File: config.mk
export PLATFORM = sky130hd
export DESIGN_NAME = imu_tcf_front
export DESIGN_NICKNAME = d
export VERILOG_FILES = /design/src/hw/rtl/imu_tilt_complementary_fusion_unit_assert.svh /design/src/hw/rtl/imu_tcf_pkg.sv /design/src/hw/rtl/imu_tcf_front.sv
export SDC_FILE = /design/constraint.sdc
export NUM_CORES = 1
export LEC_CHECK = 0
export BUFFER_PORTS_ARGS = -buffer_cell sky130_fd_sc_hd__buf_2
export CORE_MARGIN = 2
export CORE_UTILIZATION = 51
export DETAILED_ROUTE_END_ITERATION = 7
export PLACE_DENSITY = 0.78
export REMOVE_ABC_BUFFERS = 1
export SETUP_SLACK_MARGIN = 0.1
export SLEW_MARGIN = 20
export SYNTH_ARGS = -nofsm -noshare
export SYNTH_HDL_FRONTEND = slang
export SYNTH_SLANG_ARGS = --single-unit
File: constraint.sdc
create_clock -name clk -period 4.4 [get_ports clk]
set_clock_uncertainty 0.15 [all_clocks]
set_input_delay 0.88 -clock clk [delete_from_list [all_inputs] [get_ports clk]]
set_output_delay 0.88 -clock clk [all_outputs]
set_load 0.02 [all_outputs]
File: src/hw/rtl/imu_tilt_complementary_fusion_unit_assert.svh
// Assertion macros for the tilt fusion unit, empty when SYNTH is defined.
`ifndef IMU_TILT_COMPLEMENTARY_FUSION_UNIT_ASSERT_SVH
`define IMU_TILT_COMPLEMENTARY_FUSION_UNIT_ASSERT_SVH
`ifndef SYNTH
`define IMU_TCF_ASSERT(lbl, prop) \
    lbl: assert property (@(posedge clk) disable iff (!rst_n) (prop)) \
        else $error("imu_tcf assertion failed");
`define IMU_TCF_ASSERT_IMP(lbl, ante, cons) \
    lbl: assert property (@(posedge clk) disable iff (!rst_n) (ante) |-> (cons)) \
        else $error("imu_tcf assertion failed");
`else
`define IMU_TCF_ASSERT(lbl, prop)
`define IMU_TCF_ASSERT_IMP(lbl, ante, cons)
`endif
`endif

File: src/hw/rtl/imu_tcf_pkg.sv
// Shared types, constants and the arctangent table of the tilt fusion unit.
package imu_tcf_pkg;

    localparam int CORDIC_ITERATIONS = 16;
    localparam int ATAN_LEN          = 24;
    localparam int CORDIC_STEPS      =
        (CORDIC_ITERATIONS < ATAN_LEN) ? CORDIC_ITERATIONS : ATAN_LEN;
    localparam int ROOT_STEPS        = 16;

    localparam logic [2:0] REG_OFFSET_X     = 3'd0;
    localparam logic [2:0] REG_OFFSET_Y     = 3'd1;
    localparam logic [2:0] REG_OFFSET_Z     = 3'd2;
    localparam logic [2:0] REG_BLEND_WEIGHT = 3'd3;
    localparam logic [2:0] REG_RATE_GAIN    = 3'd4;

    localparam logic [16:0] BLEND_WEIGHT_RESET = 17'd1311;
    localparam logic [23:0] RATE_GAIN_RESET    = 24'd25614;
    localparam logic [16:0] WEIGHT_ONE         = 17'd65536;
    localparam logic [1:0]  FIFO_DEPTH         = 2'd2;

    typedef struct packed {
        logic        is_gyro;
        logic [15:0] raw_x;
        logic [15:0] raw_y;
        logic [15:0] raw_z;
    } sample_t;

    typedef struct packed {
        logic [15:0] offset_x;
        logic [15:0] offset_y;
        logic [15:0] offset_z;
        logic [16:0] blend_weight;
        logic [23:0] rate_gain;
    } cfg_t;

    typedef struct packed {
        logic       full;
        logic [1:0] count;
    } fifo_status_t;

    function automatic logic [21:0] atan_q16(input logic [4:0] idx);
        logic [21:0] v;
        unique case (idx)
            5'd0:  v = 22'd2949120;
            5'd1:  v = 22'd1740967;
            5'd2:  v = 22'd919879;
            5'd3:  v = 22'd466945;
            5'd4:  v = 22'd234379;
            5'd5:  v = 22'd117304;
            5'd6:  v = 22'd58666;
            5'd7:  v = 22'd29335;
            5'd8:  v = 22'd14668;
            5'd9:  v = 22'd7334;
            5'd10: v = 22'd3667;
            5'd11: v = 22'd1833;
            5'd12: v = 22'd917;
            5'd13: v = 22'd458;
            5'd14: v = 22'd229;
            5'd15: v = 22'd115;
            5'd16: v = 22'd57;
            5'd17: v = 22'd29;
            5'd18: v = 22'd14;
            5'd19: v = 22'd7;
            5'd20: v = 22'd4;
            5'd21: v = 22'd2;
            5'd22: v = 22'd1;
            default: v = 22'd0;
        endcase
        return v;
    endfunction

endpackage

File: src/hw/rtl/imu_tcf_front.sv
// Input side: accepts sample requests, tags them and queues them for the engine.
module imu_tcf_front (
    input  logic                       clk,
    input  logic                       rst_n,
    input  logic                       in_valid,
    output logic                       in_ready,
    input  logic                       cmd,
    input  logic [15:0]                raw_x,
    input  logic [15:0]                raw_y,
    input  logic [15:0]                raw_z,
    output logic                       q_valid,
    output imu_tcf_pkg::sample_t       q_item,
    input  logic                       q_pop,
    output imu_tcf_pkg::fifo_status_t  status
);

    imu_tcf_pkg::sample_t mem_reg [2];
    logic       wr_ptr_reg;
    logic       rd_ptr_reg;
    logic [1:0] count_reg;
    logic       push;
    logic       pop;

    assign in_ready      = (count_reg != imu_tcf_pkg::FIFO_DEPTH);
    assign push          = in_valid && in_ready;
    assign q_valid       = (count_reg != 2'd0);
    assign pop           = q_pop && q_valid;
    assign q_item        = mem_reg[rd_ptr_reg];
    assign status.full   = !in_ready;
    assign status.count  = count_reg;

    always_ff @(posedge clk)
    begin
        if (push)
        begin
            mem_reg[wr_ptr_reg] <= '{is_gyro: cmd, raw_x: raw_x, raw_y: raw_y,
                                     raw_z: raw_z};
        end
    end

    always_ff @(posedge clk or negedge rst_n)
    begin
        if (!rst_n)
        begin
            wr_ptr_reg <= 1'b0;
            rd_ptr_reg <= 1'b0;
            count_reg  <= 2'd0;
        end
        else
        begin
            if (push)
            begin
                wr_ptr_reg <= !wr_ptr_reg;
            end
            if (pop)
            begin
                rd_ptr_reg <= !rd_ptr_reg;
            end
            unique case ({push, pop})
                2'b10:   count_reg <= count_reg + 2'd1;
                2'b01:   count_reg <= count_reg - 2'd1;
                default: count_reg <= count_reg;
            endcase
        end
    end

endmodule

==> metrics.md <==
| Metric | Value |
|---|---|
| Status | finished clean |
| Startpoint Class | flop |
| RSZ-0062 raised after global routing | no |
| Initial antenna violation count | 0 |
| Buf/Inv on CP | 1 |
| Post-synthesis mux area share | 15.0% |
| Vias per cell | 4.97 |
| Residual DRC | 0 |
| Max reg flops | 98 |
| Max Clk Rate | 348 MHz |
| Yosys warns | 0 |
| Total wire length | 6.05 mm |
| Clock latency on the worst-skew pair | 0.34 ns |
| Drt wl/cell | 15.6 um |
| Max H-tree Level | 3 |
| Unique masters post-synth | 16 |
| Syn Inst Count | 171 |
| Worst setup path start | rd_ptr_reg |
| Fraction of layout cells with a size suffix above 1 | 60.4% |
| Rows | 31 |
| VDD IR max | 451 uV |
| Core Util, Final | 63.1% |
| Global route overflow | 0 |
| Commonest non-fill, non-tap cell in the layout | buf_2 |
| Setup ws final | 1.53 ns |
| Syn_area_per_cell | 22.2 um2 |
| Path type of the worst min-delay path | in -> async |
| Die Footprint | 8140 um2 |
| CTS root buf | clkbuf_8 |
| Setup_tns | 0 ns |
| Slowest cell on the critical path | dfrtp_4 |
| GRT Util Overall | 15.0% |
| Worst-path clk slew | 0.08 ns |
| Tmin final | 2.87 ns |
| Routed Antenna Nets | 0 |
| Final setup violation count | 0 |
| Max-cap violations | 0 |
| Most frequent cells in the layout | 106 x buf_2, 98 x edfxtp_1, 45 x mux2_2 |
| Main combinational cell family by area after synthesis | multiplexers |
| Final Hold Vio Count | 0 |
| Vias in the first global route | 1901 |
| CTS Buf Count | 9 |
| Number of synthesized flops with an enable pin | 98 |
| Worst reg2reg path startpoint | count_reg[0] |
| Fillers | 544 |
| Core box area | 7210 um2 |
| IO buf count | 106 |
| Initial Utilization | 52.5% |
| Initial drt markers | 106 |
| Post-CTS sizing | 0 |
| Final Cycle Share | 65.3% |
| Post-synthesis adder-cell area fraction | 0.330% |
| Ys flop type | edfxtp_1 |
| Max FO, Critical Path | 50 |
| Die Ht | 90.2 um |
| Global-route wire length before repair | 9.15 mm |
| Antenna cells | 0 |
| Family with the most delay on the worst path | flip-flops |
| Ports | 107 |
| Post-Synth XOR/XNOR Area | 1.16% |
| Clk buf depth | 2 |
| Crit path cell chain | mux2_2, buf_2 |
| R2R cell count | 4 |
| Power Density | 657 nW/um2 |
| Die W | 90.2 um |
| Cell area after synthesis | 3790 um2 |
| Place WS | 1.71 ns |
| Postcts setup bufs | 0 |
| Pleak | 1.71 nW |
| Fin nets | 337 |
| Largest net degree at the start of global routing | 51 |
| Endpoint type of the worst setup path | output port |
| R2R Setup Slk | 2.13 ns |
| Max incr delay on CP | 0.87 ns |
| Hold Buf Count CTS | 0 |
| Worst Max-Slew Pin Slew | 0.707 ns |
| Type of the worst setup path | reg -> out |
| Slew headroom | 52.9% |
| R2r endpoint | mem_reg[0][18] |
| Via Count | 1922 |
| #FFs+latches synth | 102 |
| Detail Placement HPWL | 3.90 mm |
| Post-synthesis async set-or-reset flop share | 3.92% |
| CTS tree | built |
| Layout area overhead | 20.2% |
| Initial DRT Pass Iterations | 4 |
| Final GP Congestion | 0.673 |
| Sequential share of the synthesized area | 80.3% |
| Worst path required time | 3.37 ns |
| Pwr Total | 2.99 mW |
| CP arrival | 1.84 ns |
| Max-slew violations | 0 |
| Clock sink total | 102 |
| Compound-gate portion of the synthesized area | 0% |
| Simple-Gate Fraction of Synth Area | 1.09% |
## kinds of logic after synthesis
| group | count (synthesis) |
|---|---|
| xor gates and xnor gates | 5 |
| adders and majority gates | 1 |
| buffers and inverters | 7 |
| DFF | 102 |
| muxes | 49 |
| and+or+nand+nor | 7 |
## how the worst max path moves through the flow
| stage | end | slack, ns | cells after the start |
|---|---|---|---|
| floorplan | mem_reg[0][0] | 0.76 | 2 |
| global placement | q_item[37] | 1.61 | 2 |
| detailed placement | mem_reg[0][17] | 1.71 | 4 |
| CTS | q_item[9] | 1.51 | 2 |
| global route | q_item[6] | 1.46 | 2 |
| finish | q_item[9] | 1.53 | 2 |
## synth_stat cells (all sizes together) (2+ instances only)
library cell   n  area (um2)
edfxtp        98        2940
mux2          49         567
clkbuf         5        68.8
dfrtp          4         100
xnor2          3        26.3
nor2           2        7.51
xor2           2        17.5
## power breakdown
part | leakage (nW) | internal (mW) | switching, mW
Sequential | 0.956 | 1.33 | 0.150
Clock | 0.0736 | 0.206 | 0.297
Combinational | 0.683 | 0.433 | 0.576
Total | 1.71 | 1.97 | 1.02
## area by class of cell
cell class / instances / area [um2] / share of cell area [%]
flip-flops and latches: 102 / 3050 / 66.9
inverters: 1 / 3.75 / 0.0824
multi-input cells: 62 / 677 / 14.9
clock inverters: 5 / 35.0 / 0.769
well taps: 99 / 124 / 2.72
repair buffers: 107 / 538 / 11.8
clock buffers: 11 / 131 / 2.88
## through the flow
stage | instance area [um2] | hold slack (ns) | std cells
2_1_floorplan | 3710 | 0.311 | 165
3_3_place_gp | 4380 | 0.363 | 371
3_5_place_dp | 4390 | 0.372 | 371
4_1_cts | 4560 | 0.152 | 387
5_1_grt | 4560 | 0.152 | 387
6_report | 4560 | 0.171 | 387
## routing by layer
metal	part of all wire (%)	GRT usage [%]	up-vias	wire length (um)
met5	0	0	-	0
met4	1.5	6.92	0	92
met3	5.9	4.27	10	357
met2	49	24.5	75	2980
met1	43	18.6	949	2630
li1	-	-	888	-
Note: power is estimated with default switching activity, not from simulation.
